[config.mk]
export PLATFORM = sky130hd
export DESIGN_NAME = timer_pool_allocator
export DESIGN_NICKNAME = d
export VERILOG_FILES = /design/src/sv/tpa_pkg.sv /design/src/sv/tpa_ram.sv /design/src/sv/tpa_alu.sv /design/src/sv/timer_pool_allocator.sv
export SDC_FILE = /design/constraint.sdc
export NUM_CORES = 1
export LEC_CHECK = 0
export ABC_AREA = 1
export BUFFER_PORTS_ARGS = -buffer_cell sky130_fd_sc_hd__buf_2
export CAP_MARGIN = 15
export CELL_PAD_IN_SITES_DETAIL_PLACEMENT = 1
export CELL_PAD_IN_SITES_GLOBAL_PLACEMENT = 1
export CORE_MARGIN = 4
export CORE_UTILIZATION = 30
export CTS_BUF_LIST = sky130_fd_sc_hd__clkbuf_4 sky130_fd_sc_hd__clkbuf_8
export CTS_CLUSTER_DIAMETER = 200
export DETAILED_ROUTE_END_ITERATION = 12
export PLACE_DENSITY = 0.68
export SLEW_MARGIN = 20
export SYNTH_ARGS = -nofsm -noshare
export SYNTH_HDL_FRONTEND = slang
export SYNTH_SLANG_ARGS = --single-unit
export TNS_END_PERCENT = 10
[constraint.sdc]
create_clock -name clk -period 10 [get_ports clk]
set_clock_uncertainty 0.1 [all_clocks]
set_input_delay 2 -clock clk [delete_from_list [all_inputs] [get_ports clk]]
set_output_delay 2 -clock clk [all_outputs]
set_load 0.03 [all_outputs]
[src/sv/tpa_pkg.sv]
`default_nettype none

package tpa_pkg;

  localparam int NUM_TIMERS = 5;
  localparam int COUNT_W    = 16;
  localparam int ID_W       = 8;
  localparam int OP_W       = 3;

  // Slot index width and fill counter width (the counter must hold NUM_TIMERS itself).
  localparam int IDX_W = (NUM_TIMERS > 1) ? $clog2(NUM_TIMERS) : 1;
  localparam int CNT_W = $clog2(NUM_TIMERS + 1);

  localparam logic [ID_W-1:0] NO_SLOT = '1;

  localparam logic [OP_W-1:0] OP_CREATE = 3'd0;
  localparam logic [OP_W-1:0] OP_START  = 3'd1;
  localparam logic [OP_W-1:0] OP_STOP   = 3'd2;
  localparam logic [OP_W-1:0] OP_TICK   = 3'd3;
  localparam logic [OP_W-1:0] OP_STATUS = 3'd4;

  typedef struct packed {
    logic [OP_W-1:0]    operation;
    logic [ID_W-1:0]    timer_id;
    logic [COUNT_W-1:0] load_value;
    logic [COUNT_W-1:0] tick_period;
  } request_t;

  typedef struct packed {
    logic [ID_W-1:0] allocated_id;
    logic            running;
  } response_t;

  typedef struct packed {
    logic [COUNT_W-1:0] count;
    logic               nonzero;
  } alu_out_t;

endpackage

`default_nettype wire

[src/sv/tpa_ram.sv]
`default_nettype none

module tpa_ram #(
  parameter int WIDTH = 16,
  parameter int DEPTH = 5,
  localparam int AW = (DEPTH > 1) ? $clog2(DEPTH) : 1
) (
  input  logic             clk,
  input  logic             we,
  input  logic [AW-1:0]    waddr,
  input  logic [WIDTH-1:0] wdata,
  input  logic [AW-1:0]    raddr,
  output logic [WIDTH-1:0] rdata
);

  logic [WIDTH-1:0] mem [DEPTH];

  always_ff @(posedge clk) begin
    if (we) begin
      mem[waddr] <= wdata;
    end
    rdata <= mem[raddr];
  end

endmodule

`default_nettype wire

[src/sv/tpa_alu.sv]
`default_nettype none

module tpa_alu (
  input  logic                        valid,
  input  logic [tpa_pkg::COUNT_W-1:0] count,
  input  logic [tpa_pkg::COUNT_W-1:0] period,
  output tpa_pkg::alu_out_t           result
);
  import tpa_pkg::*;

  logic [COUNT_W-1:0] operand;
  logic [COUNT_W:0]   diff;

  // A slot that was never loaded, or was stopped, holds zero.
  assign operand = valid ? count : '0;
  assign diff    = {1'b0, operand} - {1'b0, period};

  always_comb begin
    result.count   = diff[COUNT_W] ? '0 : diff[COUNT_W-1:0];
    result.nonzero = (operand != '0);
  end

endmodule

`default_nettype wire

[src/sv/timer_pool_allocator.sv]
`default_nettype none

// Pool of NUM_TIMERS 16-bit down-counting timers. A command is transferred when start is high
// and busy is low; its single result appears on response for exactly one cycle with done high,
// and the receiver cannot hold it off. Create, start, stop, unused codes, out-of-range status
// queries and a tick with no allocated slot end with done high in the cycle after the transfer.
// A status query on a valid slot first passes through the status state because the count RAM
// has a registered read. A tick visits each allocated slot in the tick state: a single
// subtractor walks the count RAM one slot per cycle, reading the next slot while writing back
// the current one. Slots are handed out in order and never freed, so allocation is a fill
// count; counts reset through per-slot valid bits, so no clearing pass is needed after reset.
module timer_pool_allocator (
  input  logic               clk,
  input  logic               rst,
  input  logic               start,
  output logic               busy,
  input  tpa_pkg::request_t  request,
  output logic               done,
  output tpa_pkg::response_t response
);
  import tpa_pkg::*;

  typedef enum logic [2:0] {
    ST_IDLE   = 3'b001,
    ST_STATUS = 3'b010,
    ST_TICK   = 3'b100
  } state_t;

  state_t                state, state_next;
  logic [IDX_W-1:0]      idx, idx_next;
  logic [CNT_W-1:0]      fill, fill_next;
  logic [NUM_TIMERS-1:0] valid, valid_next;
  logic [COUNT_W-1:0]    period, period_next;
  logic                  done_next;
  response_t             response_next;

  logic                  ram_we;
  logic [IDX_W-1:0]      ram_waddr;
  logic [COUNT_W-1:0]    ram_wdata;
  logic [IDX_W-1:0]      ram_raddr;
  logic [COUNT_W-1:0]    ram_rdata;
  alu_out_t              alu;

  logic                  accept;
  logic                  in_range;
  logic [IDX_W-1:0]      req_idx;

  assign busy     = (state != ST_IDLE);
  assign accept   = start && !busy;
  assign in_range = (request.timer_id < ID_W'(NUM_TIMERS));
  assign req_idx  = request.timer_id[IDX_W-1:0];

  tpa_ram #(
    .WIDTH(COUNT_W),
    .DEPTH(NUM_TIMERS)
  ) u_count_ram (
    .clk  (clk),
    .we   (ram_we),
    .waddr(ram_waddr),
    .wdata(ram_wdata),
    .raddr(ram_raddr),
    .rdata(ram_rdata)
  );

  tpa_alu u_alu (
    .valid (valid[idx]),
    .count (ram_rdata),
    .period(period),
    .result(alu)
  );

  always_comb begin
    state_next    = state;
    idx_next      = idx;
    fill_next     = fill;
    valid_next    = valid;
    period_next   = period;
    done_next     = 1'b0;
    response_next = '{allocated_id: NO_SLOT, running: 1'b0};
    ram_we        = 1'b0;
    ram_waddr     = idx;
    ram_wdata     = alu.count;
    ram_raddr     = idx;

    unique case (state)
      ST_IDLE: begin
        if (accept) begin
          case (request.operation)
            OP_CREATE: begin
              done_next = 1'b1;
              if (fill != CNT_W'(NUM_TIMERS)) begin
                response_next.allocated_id = ID_W'(fill);
                fill_next                  = fill + 1'b1;
              end
            end
            OP_START: begin
              done_next = 1'b1;
              if (in_range) begin
                ram_we              = 1'b1;
                ram_waddr           = req_idx;
                ram_wdata           = request.load_value;
                valid_next[req_idx] = 1'b1;
              end
            end
            OP_STOP: begin
              done_next = 1'b1;
              if (in_range) begin
                valid_next[req_idx] = 1'b0;
              end
            end
            OP_TICK: begin
              if (fill == '0) begin
                done_next = 1'b1;
              end else begin
                idx_next    = '0;
                ram_raddr   = '0;
                period_next = request.tick_period;
                state_next  = ST_TICK;
              end
            end
            OP_STATUS: begin
              if (in_range) begin
                idx_next   = req_idx;
                ram_raddr  = req_idx;
                state_next = ST_STATUS;
              end else begin
                done_next = 1'b1;
              end
            end
            default: begin
              done_next = 1'b1;
            end
          endcase
        end
      end
      ST_STATUS: begin
        done_next             = 1'b1;
        response_next.running = alu.nonzero;
        state_next            = ST_IDLE;
      end
      ST_TICK: begin
        // Write back the current slot while the next one is being read.
        ram_we          = 1'b1;
        valid_next[idx] = 1'b1;
        if (CNT_W'(idx) + 1'b1 == fill) begin
          done_next  = 1'b1;
          state_next = ST_IDLE;
        end else begin
          idx_next  = idx + 1'b1;
          ram_raddr = idx + 1'b1;
        end
      end
      default: begin
        state_next = ST_IDLE;
      end
    endcase
  end

  always_ff @(posedge clk) begin
    if (rst) begin
      state <= ST_IDLE;
      idx   <= '0;
      fill  <= '0;
      valid <= '0;
      done  <= 1'b0;
    end else begin
      state <= state_next;
      idx   <= idx_next;
      fill  <= fill_next;
      valid <= valid_next;
      done  <= done_next;
    end
  end

  always_ff @(posedge clk) begin
    period   <= period_next;
    response <= response_next;
  end

endmodule

`default_nettype wire

======== Yosys cells after proc, flatten, opt, wreduce, memory -nomap -nowiden ========
Memories as Yosys holds them, arrays and structs flattened. A register that Yosys moved wholly into a read port is not among the register bits.
Index checks and enable logic that the tools add are counted.
W data, S select, Z words.
storage, ports and cells
  flip-flop bits (word level) ............. 40
  bits in writable memories ............... 80
  bits of input ports ..................... 46
  output and inout bits ................... 11
  logic and storage cells ................. 99
  memories kept ........................... 1
memories
  name             words  width  rd ports  clocked after Yosys merged registers in  wr ports  RTL line       RTL
  u_count_ram.mem  5      16     1         1                                        1         tpa_ram.sv:16  logic [WIDTH-1:0] mem [DEPTH];
operators by class
  $add $sub $neg .......................... 3
  magnitude comparators ................... 5
  equal/unequal tests ..................... 18
  muxes and demuxes ....................... 45
  bitwise logic cells ..................... 5
  reductions and logical operators ........ 13
operators by type and width
  operator               number
  $mux W16               6
  $mux W3                11
  $pmux W3 S2            4
  $pmux W5 S2            2
  $sub A16 B16 Y17       1
  $reduce_bool A16 Y1    1
  $mux W5                3
  $ne A3 B3 Y1 const B   5
  $mux W1                12
  $or A5 B5 Y5           2
  $reduce_and A5 Y1      2
  $eq A3 B2 Y1 const B   3
  $ne A3 B1 Y1 const B   3
  $lt A3 B4 Y1 const B   2
  $lt A8 B3 Y1 const B   1
  $mux W8                1
  $reduce_and A4 Y1      2
  $add A3 B1 Y3 const B  2
  $demux W1 S3           2
  $eq A3 B1 Y1 const B   2
  $eq A3 B3 Y1 const B   2
  $ge A3 B1 Y1 const B   2
  $logic_not A3 Y1       2
  $and A5 B5 Y5          1
  11 further kinds       15

======== Depth between registers and ports, before layout ========
  depth after elaboration ................. 10
  mapped depth ............................ 17

======== By module ========
From an unflattened synthesis, not the netlist that was laid out.
second synthesis, totals
  cell total of the unflattened synthesis .. 925
  area total of the unflattened synthesis .. 7388.3 um^2
by module, submodules not included
  module                times used  cells each  area each (um^2)  seq. area each (um^2)
  tpa_ram               1           347         3804.9            2722.6
  timer_pool_allocator  1           309         2214.6            880.8
  tpa_alu               1           269         1368.8            0.0

======== Least setup slack after synthesis ========
Ideal clock, no wire load.
  path kind ............................... input -> register
  start point ............................. in request[42] in the netlist's numbering
  end point ............................... reg period[0], enable pin
  data arrival time ....................... 3.430 ns
  data required time ...................... 9.488 ns
  setup slack ............................. 6.058 ns
  stages .................................. 3
  path buffers ............................ 0
  cells stage by stage .................... inv_1 > nand3_1 > nor3_1
on the way
  longest elaborated chain between the ends .. 2
RTL lines
  what                                RTL line                     RTL
  start: declaration                  timer_pool_allocator.sv:17   input tpa_pkg::request_t request,
  $eq A3 B2 Y1                        timer_pool_allocator.sv:88   case (request.operation)
  $reduce_and A4 Y1 (no source line)  n/a
  end signal: assignment              timer_pool_allocator.sv:176  period <= period_next;
  end: declaration                    timer_pool_allocator.sv:33   logic [COUNT_W-1:0] period, period_next;
No other way between the ends.
A chain may end at the register's enable or synchronous reset.

======== Final worst setup path ========
  start point ............................. in request[42] in the netlist's numbering
  end point ............................... reg u_count_ram.rdata[12], read port of u_count_ram.mem
on the way
  longest elaborated chain between the ends .. 4
  elaborated cells on any way between the ends .. 5
RTL lines
  what                                                 RTL line                    RTL
  $eq A3 B3 Y1 / $eq A3 B2 Y1 (equally long branches)  timer_pool_allocator.sv:88
  $pmux W3 S2 (*)                                      timer_pool_allocator.sv:88
  $mux W3 (*)                                          n/a
  $pmux W3 S2 (*)                                      n/a
  end: declaration                                     tpa_ram.sv:13               output logic [WIDTH-1:0] rdata
Mark *: on every way between the ends. The rest lies on a longest branch, timed or not.

==> results.ini <==
[status]
status=finished, final reports clean

[final_layout]
area_delta_synth_final_pct=13.2
fillCellCount=2673
multi_input_area_um2=2490
antenna_cells=0
drive_above_1_share_pct=13.0
seqCellArea_um2=3600
final_nets=903
final_common_cell=nand2_1
final_cell_mix=188 x nand2_1, 136 x inv_1, 96 x edfxtp_1

[drt]
ant_nets=0
viasPerCell=4.70
wire_per_inst_um=16.4
drt_pass1_iterations=4
via_count=5280
wirelength_um=18400
drt_iter0_drc=284
drc=0

[job]
drv_cap=0

[sta]
max_freq_mhz=227
fin_crit_sh_pct=44.1
relSlewSlack_pct=45.8
tightestPinTransition_ns=0.805
drv_slew=0
grt_setup_unrepaired=no
final-setup-viol-count=0
period_minus_slack_ns=4.41
fin_ws_ns=5.59
hold_viol=0
finalSetupTns_ns=0

[clocking]
hold_buffers=0
clkSlewWorstSetupHoldPaths_ns=0.09
cts_max_level=4
cts_setup_buffers=0
cts_buffer_depth=2
cts_resized=0
root_buffer=clkbuf_8
cts_sinks=132
numCtsBuffers=17
cts_tree=done
clkLatencyLatePin_ns=0.46

[global_routing]
antenna_found_initial=0
grt_pass1_vias=5388
grt_first_pass_wirelength_um=28800
grt_max_degree=35
overflow=0
grtUsageTotal_pct=15.1

[logic_synthesis]
synth-seq-cells=132
synth_nets=847
yosysTopAreaCell=edfxtp_1
syn_avg_cell_area_um2=8.74
synthCells=775
ys.flop_type=edfxtp_1
synth_top_cell_area_share_pct=42.6
ys_seq_area_share_pct=53.2
yosysWarnings=0
ys_types=42
async_flop_share_pct=0
synth.area.top_cells=edfxtp_1 43%, dfxtp_1 11%, nand2_1 10%
synth_enable_flop_cells=96
syn_area_um2=6770

[pwr]
seqPwrFrac_pct=55.1
p_int_uw=797
p_per_area_nw_per_um2=138
switching_share_pct=24.6
comb_power_share_pct=3.0
power_frac_clock_pct=41.9
p_switching_uw=261
p_leak_uw=0.00360
peakVddDrop_mv=0.0586

[floorplanning]
start_util_pct=30.7
io_pins=57
std_cell_rows=54
dieHeight_um=158
core-area_um2=22000
die_x_um=158
die_area_um2=25000

[critical_path]
crit_arrival_ns=4.66
crit_type=in -> reg
rrSetupSlack_ns=5.65
cp-start-kind=input port
endpoint_kind=flip-flop
critical_path.max_fanout=34
cp.required_ns=10.26

[place]
pre_cts_slack_ns=5.13
gp_congestion=0.822
io_buffers=56
dpl.hpwl_um=13500

[worst_hold_path]
min_path_type=reg -> reg

==> logic make-up (layout without fill, tap and decap cells) <==
logic type | count (synthesis) | count (layout) | synth area share (%)
XOR/XNOR | 11 | 11 | 1.42
AND/OR/NAND/NOR | 358 | 358 | 23.4
buffers and inverters | 166 | 235 | 10.0
flip-flops | 132 | 132 | 53.2
AO/OA/AOI/OAI | 82 | 82 | 7.02
adder cells (fa/ha/maj) | 26 | 26 | 4.92
==> critical path, cell delays in order <==
cell     delay, ns
buf_2         0.11
inv_1         0.08
nand3_1       0.16
inv_1         0.10
nand2_1       0.08
nand3_2       0.14
nand3_2       0.64
nand3_2       0.85
nand2_1       0.13
nand3_1       0.10
nand2_1       0.08
nand2_1       0.08
nand2_1       0.07
==> cells in the mapped netlist (2+ instances only) <==
cell and instances:
nand2_1 188, inv_1 136, edfxtp_1 96, nand3_1 92, nor2_1 47, dfxtp_1 36, a21oi_1 31, o21ai_0 30
ha_1 25, nand4_1 11, buf_4 9, buf_2 8, inv_2 7, xnor2_1 6, o31ai_1 5, xor2_1 5
nand3b_1 4, clkbuf_1 3, nand2_4 3, nand3_2 3, nor3_1 3, o21a_1 3, a211oi_1 2, clkinv_1 2
nor2_4 2, o41ai_1 2
==> final timing paths <==
check | startpoint | end | cells past startpoint
worst max register to register | idx[0] | u_count_ram.mem[4][6] | 15
worst min register to register | u_count_ram.mem[4][0] | u_count_ram.rdata[0] | 2
worst max-delay path | request[42] | u_count_ram.rdata[12] | 13
worst min-delay path | u_count_ram.mem[4][0] | u_count_ram.rdata[0] | 2
==> per-stage QoR <==
stage / hold WS, ns / total power (µW) / cell area, µm² / util (%) / cells
global route: 0.360 / 1090 / 7670 / 34.8 / 1124
floorplan: 0.319 / 612 / 6770 / - / 775
finish: 0.339 / 1060 / 7670 / 34.8 / 1124
detailed placement: 0.330 / 628 / 7290 / 33.1 / 1092
CTS: 0.352 / 1070 / 7670 / 34.8 / 1124
global placement: 0.324 / 627 / 7290 / 33.1 / 1092
==> flip-flops by register name, summed over array words and instances, names as in the netlist, named ones only <==
register,cells
fill,3
done,1
idx,3
state,3
u_count_ram.mem,80
u_count_ram.rdata,16
period,16
response,5
==> routing by layer <==
layer	up-vias	share of wire [%]	global-route usage (%)	wire length (µm)
met1	2534	47	20.4	8710
met3	17	4.2	3.55	773
met4	0	1.4	4.75	255
li1	2637	-	-	-
met2	92	47	24.1	8690
met5	-	0	0	0
==> final cells by class <==
cell class                      instances  area share, %
Clock buffer                           17           3.05
Clock inverter                         15           1.89
Inverter                              145           7.10
Multi-Input combinational cell        477           32.5
Tap cell                              280           4.57
Timing Repair Buffer                   58           3.85
Sequential cell                       132           47.0
==> power groups by stage <==
stage	combinational, µW	clock, µW	sequential (µW)
2_1_floorplan	15.1	0	597
3_3_place_gp	31.4	0	596
3_5_place_dp	32.1	0	596
4_1_cts	32.3	452	583
5_1_grt	35.5	475	583
6_report	31.9	443	583
Power figures use the tool's default switching activity.
